===== config.mk =====
export PLATFORM = sky130hd
export DESIGN_NAME = acia_regs
export DESIGN_NICKNAME = d
export VERILOG_FILES = /design/src/rtl/core/acia_pkg.sv /design/src/rtl/core/acia_regs.sv
export SDC_FILE = /design/constraint.sdc
export NUM_CORES = 1
export LEC_CHECK = 0
export ABC_AREA = 1
export BUFFER_PORTS_ARGS = -buffer_cell sky130_fd_sc_hd__buf_2
export CORE_ASPECT_RATIO = 0.75
export CORE_UTILIZATION = 53
export CTS_CLUSTER_SIZE = 24
export DETAILED_ROUTE_END_ITERATION = 7
export PLACE_DENSITY = 0.82
export SETUP_SLACK_MARGIN = 0.5
export SYNTH_ARGS = -nofsm -noshare
export SYNTH_HDL_FRONTEND = slang
export SYNTH_SLANG_ARGS = --single-unit

===== constraint.sdc =====
create_clock -name i_clk -period 2.5 [get_ports i_clk]
set_clock_uncertainty 0.15 [all_clocks]
set_input_delay 0.125 -clock i_clk [delete_from_list [all_inputs] [get_ports i_clk]]
set_output_delay 0.125 -clock i_clk [all_outputs]
set_load 0.01 [all_outputs]

===== src/rtl/core/acia_pkg.sv =====
// shared types, codes and constants of the acia serial register block
`default_nettype none
package acia_pkg;

    localparam int PERIOD_BITS_DEF = 24;

    localparam int CLOCK_BITS    = 22;
    localparam int CENTI_BITS    = 7;
    localparam int DIVIDEND_BITS = CLOCK_BITS + CENTI_BITS;
    localparam int DIVISOR_BITS  = 21;

    localparam logic [CLOCK_BITS-1:0] CLOCK_RESET    = 22'd985248;
    localparam logic [CENTI_BITS-1:0] CENTI_SCALE    = 7'd100;
    localparam int                    PERIOD_RESET   = 985248 / 10;
    localparam logic [1:0]            IRQ_KIND_RESET = 2'd1;

    // config register indexes
    localparam logic CFG_CLOCK_HZ = 1'b0;
    localparam logic CFG_IRQ_KIND = 1'b1;

    localparam logic [1:0] IRQ_KIND_IRQ = 2'd1;
    localparam logic [1:0] IRQ_KIND_NMI = 2'd2;

    localparam logic [1:0] MODE_READ  = 2'd0;
    localparam logic [1:0] MODE_WRITE = 2'd1;
    localparam logic [1:0] MODE_TICK  = 2'd2;

    localparam logic [1:0] REG_DATA    = 2'd0;
    localparam logic [1:0] REG_STATUS  = 2'd1;
    localparam logic [1:0] REG_COMMAND = 2'd2;
    localparam logic [1:0] REG_CONTROL = 2'd3;

    localparam logic [7:0] ST_OVRN       = 8'h04;
    localparam logic [7:0] ST_RDRF       = 8'h08;
    localparam logic [7:0] ST_TDRE       = 8'h10;
    localparam logic [7:0] ST_TDRE_CLR   = 8'hef;
    localparam logic [7:0] ST_IRQ_FLAG   = 8'h80;
    localparam logic [7:0] CMD_ENABLE    = 8'h01;
    localparam logic [7:0] CMD_RXIRQ_DIS = 8'h02;
    localparam logic [7:0] CMD_TXIRQ_MSK = 8'h0c;
    localparam logic [7:0] CMD_TXIRQ_ON  = 8'h04;
    localparam logic [7:0] CMD_KEEP      = 8'he0;

    // operations of the register unit
    localparam logic [2:0] OP_NONE   = 3'd0;
    localparam logic [2:0] OP_READ   = 3'd1;
    localparam logic [2:0] OP_STORE  = 3'd2;
    localparam logic [2:0] OP_TICK   = 3'd3;
    localparam logic [2:0] OP_PERIOD = 3'd4;

    typedef struct packed {
        logic [2:0] op;
        logic [1:0] sel;
        logic [7:0] data;
        logic       early;
        logic       rx_valid;
        logic [7:0] rx_byte;
    } t_core_cmd;

    typedef struct packed {
        logic [7:0] read_data;
        logic       tx_valid;
        logic [7:0] tx_byte;
        logic       rx_taken;
        logic       irq_next;
        logic [7:0] last_read;
    } t_core_rsp;

    // baud rates in hundredths of a baud
    function automatic logic [DIVISOR_BITS-1:0] baud_centi(input logic [3:0] sel);
        logic [DIVISOR_BITS-1:0] v;
        case (sel)
            4'd0:    v = 21'd1000;
            4'd1:    v = 21'd5000;
            4'd2:    v = 21'd7500;
            4'd3:    v = 21'd10992;
            4'd4:    v = 21'd13458;
            4'd5:    v = 21'd15000;
            4'd6:    v = 21'd30000;
            4'd7:    v = 21'd60000;
            4'd8:    v = 21'd120000;
            4'd9:    v = 21'd180000;
            4'd10:   v = 21'd240000;
            4'd11:   v = 21'd360000;
            4'd12:   v = 21'd480000;
            4'd13:   v = 21'd720000;
            4'd14:   v = 21'd960000;
            default: v = 21'd1920000;
        endcase
        return v;
    endfunction

endpackage
`default_nettype wire


===== src/rtl/core/acia_regs.sv =====
// acia register file with read, store and character timer operations
`default_nettype none
module acia_regs #(
    parameter int PERIOD_BITS = acia_pkg::PERIOD_BITS_DEF
) (
    input  wire logic                   i_clk,
    input  wire logic                   i_rst_n,
    input  wire acia_pkg::t_core_cmd    i_cmd,
    input  wire logic [PERIOD_BITS-1:0] i_period,
    output acia_pkg::t_core_rsp         o_rsp
);
    localparam logic [1:0] PH_IDLE    = 2'd0;
    localparam logic [1:0] PH_WAITING = 2'd2;
    localparam logic [PERIOD_BITS-1:0] ONE = PERIOD_BITS'(1);

    logic [7:0]             r_cmd, n_cmd;
    logic [7:0]             r_ctrl, n_ctrl;
    logic [7:0]             r_status, n_status;
    logic [7:0]             r_rx_data, n_rx_data;
    logic [7:0]             r_tx_data, n_tx_data;
    logic [1:0]             r_phase, n_phase;
    logic                   r_irq, n_irq;
    logic                   r_line_open, n_line_open;
    logic                   r_timer_run, n_timer_run;
    logic [PERIOD_BITS-1:0] r_timer_cnt, n_timer_cnt;
    logic [PERIOD_BITS-1:0] r_char_period, n_char_period;
    logic [7:0]             r_last_read, n_last_read;

    logic [PERIOD_BITS-1:0] cnt_dec;
    logic                   expire;
    logic                   take;
    logic [7:0]             rd;

    function automatic logic [PERIOD_BITS-1:0] timer_load(
        input logic [PERIOD_BITS-1:0] n,
        input logic                   early
    );
        logic [PERIOD_BITS-1:0] m;
        m = (early && (n != '0)) ? n - ONE : n;
        return (m == '0) ? ONE : m;
    endfunction

    always_comb begin
        n_cmd         = r_cmd;
        n_ctrl        = r_ctrl;
        n_status      = r_status;
        n_rx_data     = r_rx_data;
        n_tx_data     = r_tx_data;
        n_phase       = r_phase;
        n_irq         = r_irq;
        n_line_open   = r_line_open;
        n_timer_run   = r_timer_run;
        n_timer_cnt   = r_timer_cnt;
        n_char_period = r_char_period;
        n_last_read   = r_last_read;
        cnt_dec       = (r_timer_cnt != '0) ? r_timer_cnt - ONE : r_timer_cnt;
        expire        = (cnt_dec == '0);
        take          = 1'b0;
        rd            = 8'h00;
        o_rsp         = '0;

        unique case (i_cmd.op)
            acia_pkg::OP_READ: begin
                unique case (i_cmd.sel)
                    acia_pkg::REG_DATA: begin
                        n_status = r_status & ~acia_pkg::ST_RDRF;
                        rd       = r_rx_data;
                    end
                    acia_pkg::REG_STATUS: begin
                        rd    = r_status | (r_irq ? acia_pkg::ST_IRQ_FLAG : 8'h00);
                        n_irq = 1'b0;
                    end
                    acia_pkg::REG_COMMAND: rd = r_cmd;
                    default:               rd = r_ctrl;
                endcase
                n_last_read     = rd;
                o_rsp.read_data = rd;
            end
            acia_pkg::OP_STORE: begin
                unique case (i_cmd.sel)
                    acia_pkg::REG_DATA: begin
                        n_tx_data = i_cmd.data;
                        if ((r_cmd & acia_pkg::CMD_ENABLE) != 8'h00) begin
                            if (r_phase == PH_IDLE) begin
                                n_timer_cnt = timer_load(ONE, i_cmd.early);
                                n_timer_run = 1'b1;
                                n_phase     = PH_WAITING;
                            end else if (r_phase != PH_WAITING) begin
                                n_phase = PH_WAITING;
                            end
                            n_status = r_status & acia_pkg::ST_TDRE_CLR;
                        end
                    end
                    acia_pkg::REG_STATUS: begin
                        n_line_open = 1'b0;
                        n_status    = r_status & ~acia_pkg::ST_OVRN;
                        n_cmd       = r_cmd & acia_pkg::CMD_KEEP;
                        n_phase     = PH_IDLE;
                        n_irq       = 1'b0;
                        n_timer_run = 1'b0;
                    end
                    acia_pkg::REG_COMMAND: begin
                        n_cmd = i_cmd.data;
                        if (i_cmd.data[0] && !r_line_open) begin
                            n_line_open = 1'b1;
                            n_timer_cnt = timer_load(r_char_period, i_cmd.early);
                            n_timer_run = 1'b1;
                        end else if (r_line_open && !i_cmd.data[0]) begin
                            n_line_open = 1'b0;
                            n_timer_run = 1'b0;
                        end
                    end
                    default: n_ctrl = i_cmd.data;
                endcase
            end
            acia_pkg::OP_TICK: begin
                if (r_timer_run) begin
                    n_timer_cnt = cnt_dec;
                    if (expire) begin
                        if ((r_phase == PH_WAITING) && r_line_open) begin
                            o_rsp.tx_valid = 1'b1;
                            o_rsp.tx_byte  = r_tx_data;
                        end
                        if (r_phase != PH_IDLE) begin
                            n_phase = r_phase - 2'd1;
                        end
                        take = r_line_open && ((r_status & acia_pkg::ST_RDRF) == 8'h00)
                               && i_cmd.rx_valid;
                        n_status = r_status | acia_pkg::ST_TDRE;
                        if (take) begin
                            n_rx_data = i_cmd.rx_byte;
                            n_status  = r_status | acia_pkg::ST_TDRE | acia_pkg::ST_RDRF;
                        end
                        if ((take && ((r_cmd & acia_pkg::CMD_RXIRQ_DIS) == 8'h00)) ||
                            ((r_cmd & acia_pkg::CMD_TXIRQ_MSK) == acia_pkg::CMD_TXIRQ_ON)) begin
                            n_irq = 1'b1;
                        end
                        n_timer_cnt = timer_load(r_char_period, 1'b0);
                        o_rsp.rx_taken = take;
                    end
                end
            end
            acia_pkg::OP_PERIOD: n_char_period = i_period;
            default: ;
        endcase

        o_rsp.irq_next  = n_irq;
        o_rsp.last_read = r_last_read;
    end

    always_ff @(posedge i_clk) begin
        if (!i_rst_n) begin
            r_cmd         <= 8'h00;
            r_ctrl        <= 8'h00;
            r_status      <= acia_pkg::ST_TDRE;
            r_rx_data     <= 8'h00;
            r_tx_data     <= 8'h00;
            r_phase       <= PH_IDLE;
            r_irq         <= 1'b0;
            r_line_open   <= 1'b0;
            r_timer_run   <= 1'b0;
            r_timer_cnt   <= '0;
            r_char_period <= PERIOD_BITS'(acia_pkg::PERIOD_RESET);
            r_last_read   <= 8'h00;
        end else begin
            r_cmd         <= n_cmd;
            r_ctrl        <= n_ctrl;
            r_status      <= n_status;
            r_rx_data     <= n_rx_data;
            r_tx_data     <= n_tx_data;
            r_phase       <= n_phase;
            r_irq         <= n_irq;
            r_line_open   <= n_line_open;
            r_timer_run   <= n_timer_run;
            r_timer_cnt   <= n_timer_cnt;
            r_char_period <= n_char_period;
            r_last_read   <= n_last_read;
        end
    end
endmodule
`default_nettype wire


# After elaboration in Yosys (flattened, before gate mapping)
# Cells that the tools add are included.
[classes]
n_eq_ne = 26
addsub = 3
n_mux = 47
reduce_logical = 39
bitwise = 7
[ops]
columns = ["operator", "count"]
rows = [
  ["24-bit two-way mux", 9],
  ["24-bit logical NOT", 4],
  ["24-bit case mux with 2 select lines", 2],
  ["24-bit nonzero test", 2],
  ["24-bit by 1-bit subtractor with 24-bit output (second input constant)", 2],
  ["10-bit two-way mux", 3],
  ["8-bit case mux with 3 select lines", 1],
  ["2-bit inequality test (second input constant)", 10],
  ["8-bit logical NOT", 2],
  ["8-bit two-way mux", 2],
  ["8-bit case mux with 2 select lines", 1],
  ["5-bit two-way mux", 3],
  ["5-bit case mux with 3 select lines", 1],
  ["7-bit AND reduction", 2],
  ["2-bit two-way mux", 6],
  ["3-bit inequality test (second input constant)", 4],
  ["6-bit AND reduction", 2],
  ["1-bit two-way mux", 10],
  ["5-bit case mux with 2 select lines", 1],
  ["5-bit AND reduction", 2],
  ["9-bit two-way mux", 1],
  ["4-bit two-way mux", 2],
  ["5-bit by 8-bit bitwise OR with 8-bit output", 1],
  ["2-bit case mux with 2 select lines", 2],
  ["other kinds (24)", 47],
]
[word_totals]
elab_cells = 137
in_bits = 49
reg_bits = 96

# Depth between registers and ports, before layout
# Gate-level depths: netlist of run 1.
[logic_depth]
depth_word = 9
mapped_depth = 20

# Worst setup path after synthesis of run 1
# OpenSTA, ideal clock, no wires.
[synth_timing]
kind = "register -> output"
startpoint = "register r_timer_cnt[0]"
endpoint = "output o_rsp[10] (netlist bit)"
arrival_ps = 2284
setup_slack_ps = -59
n_path_buf = 1
stages_incl_launch_ff = 17
path_cell_list = "dfxtp_1 inv_2 ha_1 clkbuf_1 nand2_1 nor2_2 nand2_1 xnor2_1 nand2_1 nand4_1 nor2_1 nand2_1 nor2_2 nand3_1 nor2_2 inv_2 nor2_1"
[synth_lines]
columns = ["element", "line_no", "rtl"]
rows = [
  ["start, declared", "acia_regs.sv:25", "logic [PERIOD_BITS-1:0] r_timer_cnt, n_timer_cnt;"],
  ["start signal, assigned", "acia_regs.sv:175", "r_timer_cnt <= n_timer_cnt;"],
  ["end, declared", "acia_regs.sv:10", "output acia_pkg::t_core_rsp o_rsp"],
]

==> results.md, run 1 <==
* R2R cell count at 17
* Initial core utilization at 54.3%
* Worst Path Arrival at 2760 ps
* Crit path cell chain: nor2_2 > nand2_4 > nor2_4 > nand3_4 > clkbuf_16 > nand2_4 > nand4_1 > nor2_1 > nand2_1 > nor2_2 > nand3_2 > nor2_4 > inv_6 > nor2_4 > buf_2
* Routability cong. at 0.976
* TritonCTS Sinks at 95
* Die area at 0.0123 mm2
* Hold-critical path depth at 3
* Crit end category: output pin
* Worst Min Path Start: i_cmd[10]
* # nets final at 1,285
* Final WL at 23.0 mm
* PortBufs at 75
* Die width at 128 um
* Peak VDD IR at 0.398 mV
* TritonCTS Buffers at 9
* Top cells by area, synth: dfxtp_1, nand2_1, nor2_1
* Slew @ Worst Pin at 802 ps
* Cell row count at 34
* Number of DRC markers in iteration 0 at 990
* I/O Pins at 76
* Lkg Pwr at 3.88 nW
* First-pass GRT wire length at 34.0 mm
* Period utilization at 121%
* Worst setup SP type: flip-flop
* CP max stage cell: dfxtp_1
* Placed cell count at 1,315
* GRT Util Overall at 35.8%
* Hold Crit Endpoint: r_line_open$_SDFFE_PN0P_
* Worst r2r src: r_timer_cnt[7]$_SDFFE_PN0P_
* Total via count in the routed design at 7,833
* Hold WC Path Type: in2reg
* Post-DRT Antenna Nets at 0
* Post-synthesis sequential area ratio at 30.3%
* CP max stage delay at 370 ps
* CTS max path bufs at 2
* Yosys top cell by area: dfxtp_1
* Commonest non-fill, non-tap cell in the layout: nand2_1
* Worst EP required at 2230 ps
* Mapped Cells at 1,050
* Outcome: finished with violations
* Synth warn at 0
* WL/cell at 16.5 um
* Hold_ws at 44.8 ps
* 1st-pass router iterations at 6
* Mapped cell area at 0.00628 mm2
* WS Path Type: reg2out
* Final setup margin at -536 ps
* Post-layout min period at 3040 ps
* Antenna violations before repair at 0
* DRC Markers at 0
* Worst-skew pair later-pin latency at 350 ps
* Avg Cell Area, Syn at 5.99 um2
* TritonCTS clock tree: done
* Yosys top cell area share at 30.3%
* Overall Power at 4.80 mW
* Die Ht at 96.3 um
* Fillers at 897
* DP HPWL at 15.4 mm
* Critical R2R Capture: r_phase[1]$_SDFFE_PN0P_
* H-tree depth at 3
* Worst-path clk slew at 70 ps
* Failing checks: negative setup slack
* Fin. max-slew vios at 0
* Pre-CTS WS at -116 ps
* PwrDens at 548 mW/mm2
* Via density per instance at 5.62
* Syn_nets at 1,109
* Core ar. at 0.0116 mm2
* Vias in the first global route at 6,574
* Worst path most repeated cell: nor2_4
* Max_cap viols at 0
* Fmax at 0.329 GHz
* Layout cell share with drive strength beyond 1 at 26.2%
* Yosys reg bits at 95
* Root Buffer Master: clkbuf_16
* Synthesis-to-finish area growth at 39.5%
* GRT overflow at 0
* RSZ-0062 raised after global routing: yes
* Count of final setup violators at 47
* Non-filler cells, final at 1,393
* Distinct cell type count after synthesis at 35
* Leading cell types in the layout, fill and taps excluded: nand2_1, nor2_1, dfxtp_1
* Crit Path Max Fanout at 8
* R2R Setup Slk at -270 ps
* Ant. Diodes at 0
* Final hold vios at 0
* Slew HR at 46.2%
* Pin count of the biggest net entering global routing at 70
## cell type report
cell class / instances / area (um2) / share of cell area (%)
multi-input cells: 824 / 4360 / 49.8
flip-flops and latches: 95 / 1920 / 21.9
repair buffers: 209 / 1650 / 18.8
inverters: 87 / 347 / 3.95
clock buffers: 9 / 225 / 2.57
well taps: 162 / 203 / 2.31
clock inverters: 7 / 61.3 / 0.700
## Yosys cell counts
library cell / count
nand2_1: 275
nor2_1: 179
dfxtp_1: 95
a21oi_1: 87
o21ai_0: 84
inv_1: 77
nand3_1: 71
nand4_1: 30
clkbuf_1: 29
o21ai_1: 25
xor2_1: 11
ha_1: 10
nor2_2: 10
inv_2: 8
buf_2: 7
nand3b_1: 7
o211ai_1: 6
a221oi_1: 5
xnor2_1: 5
a211oi_1: 3
a31oi_1: 3
buf_1: 3
buf_6: 3
buf_4: 2
clkinv_1: 2
nand2_2: 2
nand3_2: 2
o31ai_1: 2
a2111oi_0: 1
a311oi_1: 1
and3_1: 1
nand3_4: 1
nor2_4: 1
o21bai_1: 1
o22ai_1: 1
## per-stage QoR
step | cell area (um2) | util, % | TNS, ps
3_3_place_gp | 7460 | 64.4 | -1800
4_1_cts | 8310 | 71.8 | -4590
5_1_grt | 8760 | 75.7 | -17300
3_5_place_dp | 7460 | 64.4 | -2570
6_report | 8760 | 75.7 | -11260
2_1_floorplan | 6530 | - | 0
## kinds of logic after synthesis
logic type	synth area share, %
AO/OA/AOI/OAI	18.4
XOR/XNOR	2.23
adder cells (fa/ha/maj)	1.99
buffers and inverters	8.44
flip-flops	30.3
AND/OR/NAND/NOR	38.7
## layer usage
| layer | vias up | wire length (um) | track usage (%) |
|---|---|---|---|
| met4 | 0 | 303 | 6.96 |
| li1 | 3813 | - | - |
| met5 | - | 0 | 0 |
| met1 | 3565 | 10600 | 54.4 |
| met2 | 414 | 9840 | 51.9 |
| met3 | 41 | 2240 | 6.56 |
## how the worst max path moves through the flow
| stage | startpoint | endpoint | slack, ps | depth (start not counted) |
|---|---|---|---|---|
| CTS | r_timer_cnt[8]$_SDFFE_PN0P_ | o_rsp[10] | -390 | 17 |
| global placement | r_timer_cnt[2]$_SDFFE_PN0P_ | o_rsp[10] | -90 | 16 |
| global route | r_timer_cnt[8]$_SDFFE_PN0P_ | o_rsp[12] | -670 | 16 |
| floorplan | r_timer_cnt[0]$_SDFFE_PN0P_ | o_rsp[10] | 210 | 16 |
| detailed placement | r_timer_cnt[1]$_SDFFE_PN0P_ | r_rx_data[7]$_SDFFE_PN0P_ | -120 | 14 |
| finish | r_timer_cnt[7]$_SDFFE_PN0P_ | o_rsp[10] | -540 | 15 |
## flip-flops by register name, indices dropped and copies added, names as in the netlist
register and count:
r_char_period 24, r_cmd 8, r_ctrl 8, r_irq 1, r_last_read 8, r_line_open 1, r_phase 2, r_rx_data 8
r_status 2, r_timer_cnt 24, r_timer_run 1, r_tx_data 8
## repair_timing
| item | 4_1_cts | 5_1_grt |
|---|---|---|
| pin swaps | 17 | 10 |
| hold buffers | 40 | 0 |
| resized for setup | 26 | 90 |
| endpoints found under the setup margin | 48 | 50 |
| endpoints found under the hold margin | 54 | 0 |
| setup buffers | 6 | 11 |
| gates cloned | 1 | 4 |
## worst max-delay path, delay by kind of cell (launching register included)
family,cells,cell delay [ps]
AND/OR/NAND/NOR,12,1570
buffers and inverters,3,450
flip-flops,1,370
## power breakdown
part | internal (mW) | leakage, nW | total (mW) | switching [mW]
logic | 0.758 | 2.97 | 1.80 | 1.04
clock network | 0.696 | 0.135 | 1.38 | 0.684
registers | 1.57 | 0.777 | 1.62 | 0.0547
total | 3.02 | 3.88 | 4.80 | 1.78
(Power assumes the default switching activity.)
==> run 2, diff against run 1 <==
- ABC_AREA: 1 -> not set
==> run 2 against run 1 <==
  * The run ends with design-rule violations, negative setup slack left
  * Wire length grew 21%
  * First-iteration DRC count grew 54%
  * Power down 3.9%
  * Core utilization is 8.2 points higher
  * Final area up 5.9%
  * Clock power grew 10%
  * Non-clock buffer count increased by 104
  * Sequential share of layout area fell by 1.2 points
  * Sequential cell count unchanged
  * Setup slack lost 460 ps
  * Hold slack better by 96 ps
  * Largest cell class unchanged
==> results.md, run 2 <==
* Dpl cell area at 0.00780 mm2
* Peak VDD IR at 0.367 mV
* Mapped cell area at 0.00610 mm2
* Die area at 0.0120 mm2
* Fin. max-slew vios at 0
* Core ar. at 0.0111 mm2
* Worst-skew pair later-pin latency at 370 ps
* Yosys top cell by area: dfxtp_1
* Asr flop ratio synth at 0%
* Routability cong. at 1.03
* Top cells by area, synth: dfxtp_1, nand2_1, a21boi_0
* GRT Util Overall at 42.4%
* Failing checks: design-rule violations, negative setup slack
* Yosys top cell area share at 31.2%
* Delay-heaviest family, CP: simple AND/OR/NAND/NOR gates
* TritonCTS Buffers at 9
* Final WL at 27.8 mm
* Overall Power at 4.61 mW
* Die width at 126 um
* Hold WC Path Type: in2reg
* First-pass GRT wire length at 39.0 mm
* Worst Path Arrival at 3220 ps
* Fmax at 0.286 GHz
* Crit Path Max Fanout at 9
* I/O Pins at 76
* TritonCTS Sinks at 95
* DP HPWL at 15.2 mm
* PwrDens at 497 mW/mm2
* Lkg Pwr at 3.82 nW
* 1st-pass router iterations at 8
* Initial core utilization at 55.1%
* H-tree depth at 3
* Outcome: finished with violations
* Worst setup SP type: flip-flop
* Worst path most repeated cell: buf_4
* Hold_ws at 140 ps
* WL/cell at 23.0 um
* Ant. Diodes at 0
* Post-DRT Antenna Nets at 0
* Mapped Cells at 796
* Commonest non-fill, non-tap cell in the layout: buf_4
* Avg Cell Area, Syn at 7.67 um2
* RSZ-0062 raised after global routing: yes
* Largest registers: r_char_period x24, r_timer_cnt x24
* Synthesis-to-finish area growth at 52.2%
* WS Path Type: reg2out
* Number of DRC markers in iteration 0 at 1,528
* Crit path cell chain: buf_4 > nor4_4 > nand3_2 > buf_4 > o21ai_1 > or3_1 > nand2_1 > nor3_4 > and4_4 > buf_12 > and2_4 > buf_6
* Setup tns final at -38,910 ps
* CP max stage cell: nor4_4
* Leading cell types in the layout, fill and taps excluded: buf_4, nand2_1, dfxtp_1
* Post-synth EDFFs at 0
* CTS max path bufs at 2
* Synth top cells by count: nand2_1, dfxtp_1, nor2_1
* Syn_nets at 855
* CP max stage delay at 380 ps
* # nets final at 1,122
* Yosys reg bits at 95
* Max_cap viols at 0
* Vias in the first global route at 7,329
* Root Buffer Master: clkbuf_16
* Post-route cell area at 0.00929 mm2
* Synth warn at 0
* CP Buf/Inv Count at 4
* Most common cell in the netlist: nand2_1
* GRT overflow at 0
* Worst EP required at 2230 ps
* Top FF cell, synth: dfxtp_1
* Die Ht at 94.9 um
* TritonCTS clock tree: done
* Slew HR at 39.7%
* Layout cell share with drive strength beyond 1 at 37.1%
* Slew @ Worst Pin at 904 ps
* Period utilization at 140%
* Post-synthesis sequential area ratio at 31.2%
* Cell row count at 33
* Crit end category: output pin
* Total via count in the routed design at 8,117
* Count of final setup violators at 48
* Distinct cell type count after synthesis at 77
* PortBufs at 75
* Post-layout min period at 3500 ps
* Via density per instance at 6.72
* Final setup margin at -998 ps
* Worst-path clk slew at 70 ps
* Pin count of the biggest net entering global routing at 52
* Final hold vios at 0
* DRC Markers at 19
* Pre-CTS WS at -510 ps
* Antenna violations before repair at 0
-- run 2: cell types whose count changed after synthesis, sizes merged, moves of 22 or more --
cell,change
inv,-65
nand3,-47
nand2,-152
nor2,-136
nand4,-28
o21ai,-61
a21boi,+44
a21oi,-37
nor3,+27
nor2b,+22
-- run 2: cell type report --
type,count,area (um2)
Timing Repair Buffer,313,2480
Sequential cell,95,1920
Inverter,20,77.6
Clock inverter,7,88.8
Clock buffer,9,225
Fill cell,569,1780
Tap cell,140,175
Multi-Input combinational cell,624,4320
-- run 2: worst paths after layout --
kind	start	end	slack (ps)	cells after the start
worst min register to register	r_tx_data[7]$_SDFFE_PN0P_	r_tx_data[7]$_SDFFE_PN0P_	320	2
worst min-delay path	i_cmd[10]	r_timer_run$_SDFFE_PN0P_	140	4
worst max-delay path	r_timer_cnt[11]$_SDFFE_PN0P_	o_rsp[14]	-1000	12
worst max register to register	r_timer_cnt[11]$_SDFFE_PN0P_	r_timer_cnt[21]$_SDFFE_PN0P_	-980	16
-- run 2: repair_timing --
item,4_1_cts,5_1_grt
endpoints found under the hold margin,57,0
endpoints found under the setup margin,48,54
buffers inserted,24,12
pin swaps,46,29
resized for setup,65,39
hold buffers,40,0
gates cloned,1,0
-- run 2: worst register-to-register path: stages, from the launching register on --
cell      delay [ps]
dfxtp_4          360
buf_4            150
nor4_4           380
nand3_2          160
buf_4            210
o211ai_1         250
xor2_1           290
buf_4            170
buf_6            100
buf_6             90
buf_6            100
nand4_1          110
nor4_4           230
buf_4            220
buf_12           140
a21oi_2           60
a21oi_1          240
-- run 2: cell families (layout without fill, tap and decap cells) --
kind of cell | after synthesis | count (layout) | synth area share, %
buffers and inverters | 77 | 349 | 5.33
adder cells (fa/ha/maj) | 10 | 10 | 2.05
multiplexers | 16 | 16 | 2.64
AO/OA/AOI/OAI | 211 | 211 | 23.2
AND/OR/NAND/NOR | 362 | 362 | 32.0
XOR/XNOR | 25 | 25 | 3.59
flip-flops | 95 | 95 | 31.2
-- run 2: per-layer routing --
| metal | GRT usage (%) | wire [um] | part of all wire [%] |
|---|---|---|---|
| met1 | 53.5 | 10000 | 36 |
| met2 | 68.1 | 11800 | 43 |
| met3 | 13.1 | 3940 | 14 |
| met4 | 16.3 | 2000 | 7.2 |
| met5 | 0 | 0 | 0 |
-- run 2: report_power, final --
group	switching, mW	total, mW	leakage, nW	internal, mW
Clock	0.722	1.52	0.150	0.799
Sequential	0.0414	1.59	0.774	1.55
Combinational	0.787	1.50	2.89	0.715
-- run 2: per-stage QoR --
step	utilization, %	instances
2_1_floorplan	-	796
3_3_place_gp	70.5	1115
3_5_place_dp	70.5	1115
4_1_cts	81.6	1196
5_1_grt	83.9	1208
6_report	83.9	1208
